==> src/sv/bcwb_pkg.sv <==
package bcwb_pkg;

    localparam int TAG_W     = 32;
    localparam int LBA_W     = 44;
    localparam int SLOT_W    = 5;
    localparam int LPB_W     = 13;
    localparam int FLUSH_MAX = 32;
    localparam int CNT_W     = 6;

    localparam logic [LPB_W-1:0] LPB_RESET = 13'd8;

    typedef enum logic [1:0] {
        OP_READ  = 2'd0,
        OP_WRITE = 2'd1,
        OP_FLUSH = 2'd2,
        OP_NONE  = 2'd3
    } t_op;

    typedef enum logic [1:0] {
        ST_INVALID = 2'd0,
        ST_CLEAN   = 2'd1,
        ST_DIRTY   = 2'd2
    } t_status;

    typedef struct packed {
        t_status           status;
        logic [TAG_W-1:0]  tag;
    } t_entry;

    function automatic logic [LBA_W-1:0] lba_of(input logic [TAG_W-1:0] blk,
                                                 input logic [LPB_W-1:0] lpb);
        logic [TAG_W+LPB_W-1:0] p;
        p = {{LPB_W{1'b0}}, blk} * {{TAG_W{1'b0}}, lpb};
        return p[LBA_W-1:0];
    endfunction

endpackage

==> src/sv/block_cache_write_back_policy.sv <==
// Write-back block cache policy, fully associative, round-robin victim.
// Command channel: drive i_op/i_block with start high; the word is taken at
// the first rising edge where start is high and busy is low. Op 3 is
// taken and dropped without a result.
// Results leave on o_valid for exactly one cycle each; the receiver cannot
// stall, so results are never held back. o_last marks the final word of a
// command.
// Config channel: i_cfg_valid/o_cfg_ready writes lbas_per_block (reset 8);
// write it only while the block is idle.
// The entry store is swept one entry per cycle through a registered read
// port. A hit returns as soon as its entry is checked; a miss sweeps every
// entry, then passes S_MISS_WB and S_MISS_FILL; a flush ends in S_FL_END
// after the sweep or after FLUSH_MAX dirty entries. Each command holds busy
// until its final word; op 3 frees the channel on the next cycle.
// Reset: a clearing pass invalidates every entry; busy stays high until it
// is done. Config writes are taken meanwhile.
module block_cache_write_back_policy #(
    parameter int CACHE_ENTRIES = 32
) (
    input  logic                        i_clk,
    input  logic                        i_rst_n,
    input  logic                        start,
    output logic                        busy,
    input  logic [1:0]                  i_op,
    input  logic [31:0]                 i_block,
    input  logic                        i_cfg_valid,
    output logic                        o_cfg_ready,
    input  logic [12:0]                 i_cfg_data,
    output logic                        o_valid,
    output logic [4:0]                  o_slot,
    output logic                        o_hit,
    output logic                        o_writeback,
    output logic [43:0]                 o_writeback_lba,
    output logic                        o_fill,
    output logic [43:0]                 o_fill_lba,
    output logic                        o_last
);
    import bcwb_pkg::*;

    localparam int IW = $clog2(CACHE_ENTRIES);
    localparam logic [IW-1:0] LAST_IDX = IW'(CACHE_ENTRIES - 1);

    typedef enum logic [2:0] {
        S_CLR, S_IDLE, S_SCAN, S_MISS_WB, S_MISS_FILL, S_FL_END
    } t_state;

    t_state             r_state;
    logic [IW-1:0]      r_idx;
    logic               r_issue;
    logic               r_chk_vld;
    logic [IW-1:0]      r_chk_idx;
    t_op                r_op;
    logic [TAG_W-1:0]   r_blk;
    logic               r_free_vld;
    logic [IW-1:0]      r_free_idx;
    logic [TAG_W-1:0]   r_vic_tag;
    logic               r_vic_dirty;
    logic [IW-1:0]      r_vic_ptr;
    logic [IW-1:0]      r_targ;
    logic               r_wb;
    logic [LBA_W-1:0]   r_wb_lba;
    logic [CNT_W-1:0]   r_cnt;
    logic               r_pend_vld;
    logic [IW-1:0]      r_pend_slot;
    logic [LBA_W-1:0]   r_pend_lba;
    logic [LPB_W-1:0]   r_lbas;

    logic               r_out_vld;
    logic [SLOT_W-1:0]  r_out_slot;
    logic               r_out_hit;
    logic               r_out_wb;
    logic [LBA_W-1:0]   r_out_wb_lba;
    logic               r_out_fill;
    logic [LBA_W-1:0]   r_out_fill_lba;
    logic               r_out_last;

    logic               mem_we;
    logic [IW-1:0]      mem_waddr;
    t_entry             mem_wdata;
    t_entry             rd;
    logic [TAG_W-1:0]   mul_blk;
    logic [LBA_W-1:0]   prod;
    logic               rd_hit;
    logic               rd_dirty;
    logic               chk_last;

    bcwb_mem #(.DEPTH(CACHE_ENTRIES), .AW(IW)) u_mem (
        .i_clk   (i_clk),
        .i_we    (mem_we),
        .i_waddr (mem_waddr),
        .i_wdata (mem_wdata),
        .i_raddr (r_idx),
        .o_rdata (rd)
    );

    assign rd_hit   = (rd.status != ST_INVALID) && (rd.tag == r_blk);
    assign rd_dirty = (rd.status == ST_DIRTY);
    assign chk_last = (r_chk_idx == LAST_IDX);

    // one shared multiplier, operand picked by state
    always_comb begin
        case (r_state)
            S_SCAN:    mul_blk = rd.tag;
            S_MISS_WB: mul_blk = r_vic_tag;
            default:   mul_blk = r_blk;
        endcase
        prod = lba_of(mul_blk, r_lbas);
    end

    always_comb begin
        mem_we    = 1'b0;
        mem_waddr = r_chk_idx;
        mem_wdata = '{status: ST_CLEAN, tag: rd.tag};
        case (r_state)
            S_CLR: begin
                mem_we    = 1'b1;
                mem_waddr = r_idx;
                mem_wdata = '{status: ST_INVALID, tag: '0};
            end
            S_SCAN: begin
                if (r_chk_vld) begin
                    if (r_op == OP_FLUSH) begin
                        mem_we = rd_dirty;
                    end else if (rd_hit && r_op == OP_WRITE) begin
                        mem_we    = 1'b1;
                        mem_wdata = '{status: ST_DIRTY, tag: rd.tag};
                    end
                end
            end
            S_MISS_FILL: begin
                mem_we    = 1'b1;
                mem_waddr = r_targ;
                mem_wdata = '{status: (r_op == OP_WRITE) ? ST_DIRTY : ST_CLEAN, tag: r_blk};
            end
            default: begin
                mem_we = 1'b0;
            end
        endcase
    end

    always_ff @(posedge i_clk) begin
        if (!i_rst_n) begin
            r_state    <= S_CLR;
            r_idx      <= '0;
            r_issue    <= 1'b0;
            r_chk_vld  <= 1'b0;
            r_vic_ptr  <= '0;
            r_pend_vld <= 1'b0;
            r_free_vld <= 1'b0;
            r_cnt      <= '0;
            r_out_vld  <= 1'b0;
            r_lbas     <= LPB_RESET;
        end else begin
            r_out_vld <= 1'b0;
            if (i_cfg_valid) begin
                r_lbas <= i_cfg_data;
            end
            case (r_state)
                S_CLR: begin
                    if (r_idx == LAST_IDX) begin
                        r_idx   <= '0;
                        r_state <= S_IDLE;
                    end else begin
                        r_idx <= r_idx + 1'b1;
                    end
                end
                S_IDLE: begin
                    if (start) begin
                        r_op  <= t_op'(i_op);
                        r_blk <= i_block;
                        if (i_op != OP_NONE) begin
                            r_idx      <= '0;
                            r_issue    <= 1'b1;
                            r_chk_vld  <= 1'b0;
                            r_free_vld <= 1'b0;
                            r_cnt      <= '0;
                            r_pend_vld <= 1'b0;
                            r_state    <= S_SCAN;
                        end
                    end
                end
                S_SCAN: begin
                    if (r_issue) begin
                        if (r_idx == LAST_IDX) begin
                            r_issue <= 1'b0;
                        end else begin
                            r_idx <= r_idx + 1'b1;
                        end
                    end
                    r_chk_vld <= r_issue;
                    r_chk_idx <= r_idx;
                    if (r_chk_vld) begin
                        if (r_op == OP_FLUSH) begin
                            if (rd_dirty) begin
                                r_pend_vld  <= 1'b1;
                                r_pend_slot <= r_chk_idx;
                                r_pend_lba  <= prod;
                                r_cnt       <= r_cnt + 1'b1;
                                if (r_pend_vld) begin
                                    r_out_vld      <= 1'b1;
                                    r_out_slot     <= SLOT_W'(r_pend_slot);
                                    r_out_hit      <= 1'b0;
                                    r_out_wb       <= 1'b1;
                                    r_out_wb_lba   <= r_pend_lba;
                                    r_out_fill     <= 1'b0;
                                    r_out_fill_lba <= '0;
                                    r_out_last     <= 1'b0;
                                end
                            end
                            if (chk_last || (rd_dirty && r_cnt == CNT_W'(FLUSH_MAX - 1))) begin
                                r_issue   <= 1'b0;
                                r_chk_vld <= 1'b0;
                                r_state   <= S_FL_END;
                            end
                        end else if (rd_hit) begin
                            r_out_vld      <= 1'b1;
                            r_out_slot     <= SLOT_W'(r_chk_idx);
                            r_out_hit      <= 1'b1;
                            r_out_wb       <= 1'b0;
                            r_out_wb_lba   <= '0;
                            r_out_fill     <= 1'b0;
                            r_out_fill_lba <= '0;
                            r_out_last     <= 1'b1;
                            r_issue        <= 1'b0;
                            r_chk_vld      <= 1'b0;
                            r_state        <= S_IDLE;
                        end else begin
                            if (rd.status == ST_INVALID && !r_free_vld) begin
                                r_free_vld <= 1'b1;
                                r_free_idx <= r_chk_idx;
                            end
                            if (r_chk_idx == r_vic_ptr) begin
                                r_vic_tag   <= rd.tag;
                                r_vic_dirty <= rd_dirty;
                            end
                            if (chk_last) begin
                                r_issue   <= 1'b0;
                                r_chk_vld <= 1'b0;
                                r_state   <= S_MISS_WB;
                            end
                        end
                    end
                end
                S_MISS_WB: begin
                    if (r_free_vld) begin
                        r_targ   <= r_free_idx;
                        r_wb     <= 1'b0;
                        r_wb_lba <= '0;
                    end else begin
                        r_targ    <= r_vic_ptr;
                        r_wb      <= r_vic_dirty;
                        r_wb_lba  <= r_vic_dirty ? prod : '0;
                        r_vic_ptr <= (r_vic_ptr == LAST_IDX) ? '0 : r_vic_ptr + 1'b1;
                    end
                    r_state <= S_MISS_FILL;
                end
                S_MISS_FILL: begin
                    r_out_vld      <= 1'b1;
                    r_out_slot     <= SLOT_W'(r_targ);
                    r_out_hit      <= 1'b0;
                    r_out_wb       <= r_wb;
                    r_out_wb_lba   <= r_wb_lba;
                    r_out_fill     <= 1'b1;
                    r_out_fill_lba <= prod;
                    r_out_last     <= 1'b1;
                    r_state        <= S_IDLE;
                end
                S_FL_END: begin
                    r_out_vld      <= 1'b1;
                    r_out_slot     <= r_pend_vld ? SLOT_W'(r_pend_slot) : '0;
                    r_out_hit      <= 1'b0;
                    r_out_wb       <= r_pend_vld;
                    r_out_wb_lba   <= r_pend_vld ? r_pend_lba : '0;
                    r_out_fill     <= 1'b0;
                    r_out_fill_lba <= '0;
                    r_out_last     <= 1'b1;
                    r_pend_vld     <= 1'b0;
                    r_state        <= S_IDLE;
                end
                default: begin
                    r_state <= S_IDLE;
                end
            endcase
        end
    end

    assign busy            = (r_state != S_IDLE);
    assign o_cfg_ready     = 1'b1;
    assign o_valid         = r_out_vld;
    assign o_slot          = r_out_slot;
    assign o_hit           = r_out_hit;
    assign o_writeback     = r_out_wb;
    assign o_writeback_lba = r_out_wb_lba;
    assign o_fill          = r_out_fill;
    assign o_fill_lba      = r_out_fill_lba;
    assign o_last          = r_out_last;

endmodule

==> src/sv/bcwb_mem.sv <==
module bcwb_mem #(
    parameter int DEPTH = 32,
    parameter int AW    = 5
) (
    input  logic               i_clk,
    input  logic               i_we,
    input  logic [AW-1:0]      i_waddr,
    input  bcwb_pkg::t_entry   i_wdata,
    input  logic [AW-1:0]      i_raddr,
    output bcwb_pkg::t_entry   o_rdata
);
    import bcwb_pkg::*;

    t_entry r_mem [DEPTH];
    t_entry r_rdata;

    always_ff @(posedge i_clk) begin
        if (i_we) begin
            r_mem[i_waddr] <= i_wdata;
        end
        r_rdata <= r_mem[i_raddr];
    end

    assign o_rdata = r_rdata;

endmodule

==> config.mk <==
export PLATFORM = sky130hd
export DESIGN_NAME = block_cache_write_back_policy
export DESIGN_NICKNAME = d
export VERILOG_FILES = /design/src/sv/bcwb_pkg.sv /design/src/sv/block_cache_write_back_policy.sv /design/src/sv/bcwb_mem.sv
export SDC_FILE = /design/constraint.sdc
export NUM_CORES = 2
export LEC_CHECK = 0
export ABC_AREA = 1
export BUFFER_PORTS_ARGS = -buffer_cell sky130_fd_sc_hd__buf_2
export CORE_UTILIZATION = 51
export DETAILED_ROUTE_END_ITERATION = 16
export PLACE_DENSITY = 0.7
export REMOVE_ABC_BUFFERS = 1
export SLEW_MARGIN = 20
export SYNTH_ARGS = -nofsm -noshare
export SYNTH_HDL_FRONTEND = slang
export SYNTH_SLANG_ARGS = --single-unit
export TNS_END_PERCENT = 5
==> constraint.sdc <==
create_clock -name i_clk -period 9.6 [get_ports i_clk]
set_input_delay 1.92 -clock i_clk [delete_from_list [all_inputs] [get_ports i_clk]]
set_output_delay 1.92 -clock i_clk [all_outputs]
set_load 0.02 [all_outputs]
==> results.yml <==
drt:
  wl_met1_mm: 77.7
  vias: 48700
  dr_wl_met2_mm: 95.3
  firstDrtPassIters: 6
  drcViolationCount: 0
  ant_nets: 0
  wirelength_mm: 202
  routed_via_density: 5.95
  met3_length_mm: 20.2
  drt_iter0_drc: 5690
  top_layer_used: "met5"
  wire_per_inst_microns: 24.6
layout:
  area_growth_pct: 11.1
  nets: 6750
  final_layout_size_suffix_gt1_share_pct: 9.34
  diodes: 0
  nFillCells: 11100
  fin_util_pct: 57.2
synth:
  syn_inst: 6214
  yosysUniqueCellTypes: 53
  synthArstFlopShare_pct: 0
  ys_warn_count: 0
  postSynthAreaPerCell_sq_um: 11.2
  yosysSeqAreaShare_pct: 60.5
  ys_ff_latch: 1432
  synth_area_sq_um: 69900
  ys.flop_type: "edfxtp_1"
  synth_edf_count: 1361
status:
  status: "complete, no violations"
cts:
  root_buffer: "clkbuf_16"
  h-tree-depth: 4
  cts_tree: "done"
  path_clk_slew_ns: 0.06
  cts_buffer_depth: 3
  cts_resized: 0
  cts_made_buffers: 148
  clock-sinks: 1432
  postCtsSetupRepairBufs: 0
  worstSkewPairLatency_ns: 0.82
  ctsHoldBuffers: 0
die:
  coreArea_sq_um: 136000
  initial_core_util_pct: 51.5
  die-area_sq_um: 139000
  die_y_microns: 372
  io-pin-count: 151
  dieWidth_microns: 372
  rows: 135
setup_path:
  crit_family: "adder cells"
  cp_cell_sequence: "nand2_4 -> nor2_4 -> inv_2 -> o21a_1 -> inv_1 -> nor2_1 -> fa_1 -> fa_1 -> fa_1 -> fa_1 -> inv_1 -> fa_1 -> inv_1 -> ha_1 -> a21oi_1 -> nand2_1 -> a21oi_1 -> nand2_1 -> a21oi_1 -> xor2_1 -> nor2_1"
  worstPathArrival_ns: 8.21
  cpMostUsedCell: "fa_1"
  cp.required_ns: 10.10
  critical_path_class: "flop to flop"
  start_kind: "flop"
  slowest_delay_ns: 0.76
  worst-path-buf-inv: 4
  cp_max_fo: 35
  crit_path_top_delay_cell: "nor2_4"
  cp-end-kind: "flop"
timing:
  finalSetupViolations: 0
  min_period_ns: 7.71
  maxSlewHeadroom_pct: 23.4
  grt_setup_unrepaired: "no"
  hold_viol: 0
  tns_ns: 0
  finalCritPeriodShare_pct: 80.3
  fmax_mhz: 130
  worstMarginPinSlew_ns: 1.15
  slew_violations: 0
  finClkSkew_ns: 0.0686
min_path:
  hold_path_class: "flop to flop"
placed_design:
  port_buffers: 149
  hpwl_mm: 121
  gp_congestion: 0.993
global_routing:
  grt_antenna_before_repair: 2
  grt_overflow: 0
  grt_usage_pct: 29.0
  grt_pass1_wl_mm: 296
  grt_pass1_vias: 47300
  grt_start_max_net_pins: 241
flow_run:
  drv_cap: 0
==> layout by cell type, fill, tap and decap left out, drive strengths merged, types with 5 or more instances in the layout <==
| cell | count |
|---|---|
| nor3 | 28 |
| dfxtp | 71 |
| a22oi | 9 |
| xnor2 | 18 |
| mux2i | 34 |
| clkbuf | 194 |
| nor2 | 1076 |
| inv | 744 |
| ha | 92 |
| fa | 329 |
| o22ai | 165 |
| o21a | 17 |
| or2 | 15 |
| o21ai | 812 |
| xor2 | 27 |
| clkinv | 67 |
| a21oi | 82 |
| a31oi | 11 |
| edfxtp | 1361 |
| nand2 | 640 |
| clkinvlp | 8 |
| o221ai | 139 |
| buf | 235 |
| a211oi | 5 |
| o21bai | 7 |
| bufinv | 9 |
| nand3b | 6 |
| o211ai | 5 |
| nand4 | 18 |
| nand3 | 161 |
==> stage by stage <==
stage          worst slack, ns  instances  hold slack [ns]  cell area, sq um
6_report                  1.89       8182            0.459             77600
5_1_grt                   1.44       8182            0.485             77600
4_1_cts                   1.98       8182            0.455             77500
3_5_place_dp              2.01       7909            0.441             72600
3_3_place_gp              2.02       7909            0.447             72600
2_1_floorplan           -12.27       5893            0.430             68600
==> area by class of cell <==
type	instances	area, sq um	area share, %
Multi-Input combinational cell	3712	24000	30.8
Clock inverter	79	931	1.20
Timing Repair Buffer	235	1420	1.82
Tap cell	1781	2230	2.87
Sequential cell	1432	42300	54.5
Inverter	749	2830	3.65
Clock buffer	194	3980	5.12
==> cells by family (layout without fill, tap and decap cells) <==
logic type,count (synthesis),count (layout),synth area share (%)
and+or+nand+nor,1951,1951,11.2
DFF,1432,1432,60.5
AOI/OAI and AO/OA,1260,1260,10.3
buffers and inverters,1070,1257,5.88
adders and majority gates,421,421,11.1
xor gates and xnor gates,45,45,0.564
muxes,34,34,0.487
other,1,1,0.00536
==> synthesized netlist by cell type (4+ instances only) <==
cell / number / area share [%]
edfxtp_1: 1361 / 58
nor2_1: 1065 / 5.7
o21ai_0: 750 / 5.4
inv_1: 723 / 3.9
nand2_1: 637 / 3.4
fa_1: 329 / 9.4
clkbuf_1: 251 / 1.3
o22ai_1: 165 / 1.5
nand3_1: 150 / 1.1
o221ai_1: 137 / 1.7
ha_1: 92 / 1.6
a21oi_1: 81 / 0.58
dfxtp_1: 71 / 2.0
o21ai_1: 61 / 0.44
buf_2: 53 / 0.38
mux2i_1: 34 / 0.49
nor3_1: 27 / 0.19
xor2_1: 27 / 0.34
inv_2: 19 / 0.10
nand4_1: 18 / 0.16
xnor2_1: 18 / 0.23
o21a_1: 17 / 0.18
or2_2: 15 / 0.13
a31oi_1: 11 / 0.098
nand3_2: 11 / 0.16
buf_1: 10 / 0.054
a22oi_1: 9 / 0.097
buf_4: 7 / 0.075
clkinv_1: 7 / 0.038
nor2_2: 7 / 0.063
o21bai_1: 7 / 0.075
nand3b_1: 6 / 0.064
a211oi_1: 5 / 0.054
o211ai_1: 5 / 0.054
nor2_4: 4 / 0.064
==> sequential cells by signal, summed over array words and instances (netlist names), 2 cells and up <==
register,cells
r_lbas,13
r_state,3
o_writeback_lba,44
r_cnt,6
r_blk,32
r_chk_idx,5
u_mem.r_mem,1088
r_idx,5
o_fill_lba,44
r_vic_tag,32
r_pend_lba,44
r_vic_ptr,5
u_mem.o_rdata,34
o_slot,5
r_wb_lba,44
r_pend_slot,5
r_targ,5
r_free_idx,5
r_op,2
==> layer usage <==
metal	vias up	track usage, %
li1	21400	-
met3	494	5.67
met1	24100	38.6
met2	2665	46.9
met5	-	0
met4	2	12.0
==> path summary, 6_finish.rpt <==
path,start,endpoint,slack [ns],depth (start not counted)
hold reg to reg,u_mem.o_rdata[24],r_vic_tag[24],0.46,0
setup / recovery,r_state[1],o_fill_lba[27],1.89,21
setup reg to reg,r_state[1],o_fill_lba[27],1.89,21
hold / removal,u_mem.o_rdata[24],r_vic_tag[24],0.46,0
Power is left out: the tool's default activity adds up to more than one toggle a clock period on the data nets, which glitch-free logic cannot reach.
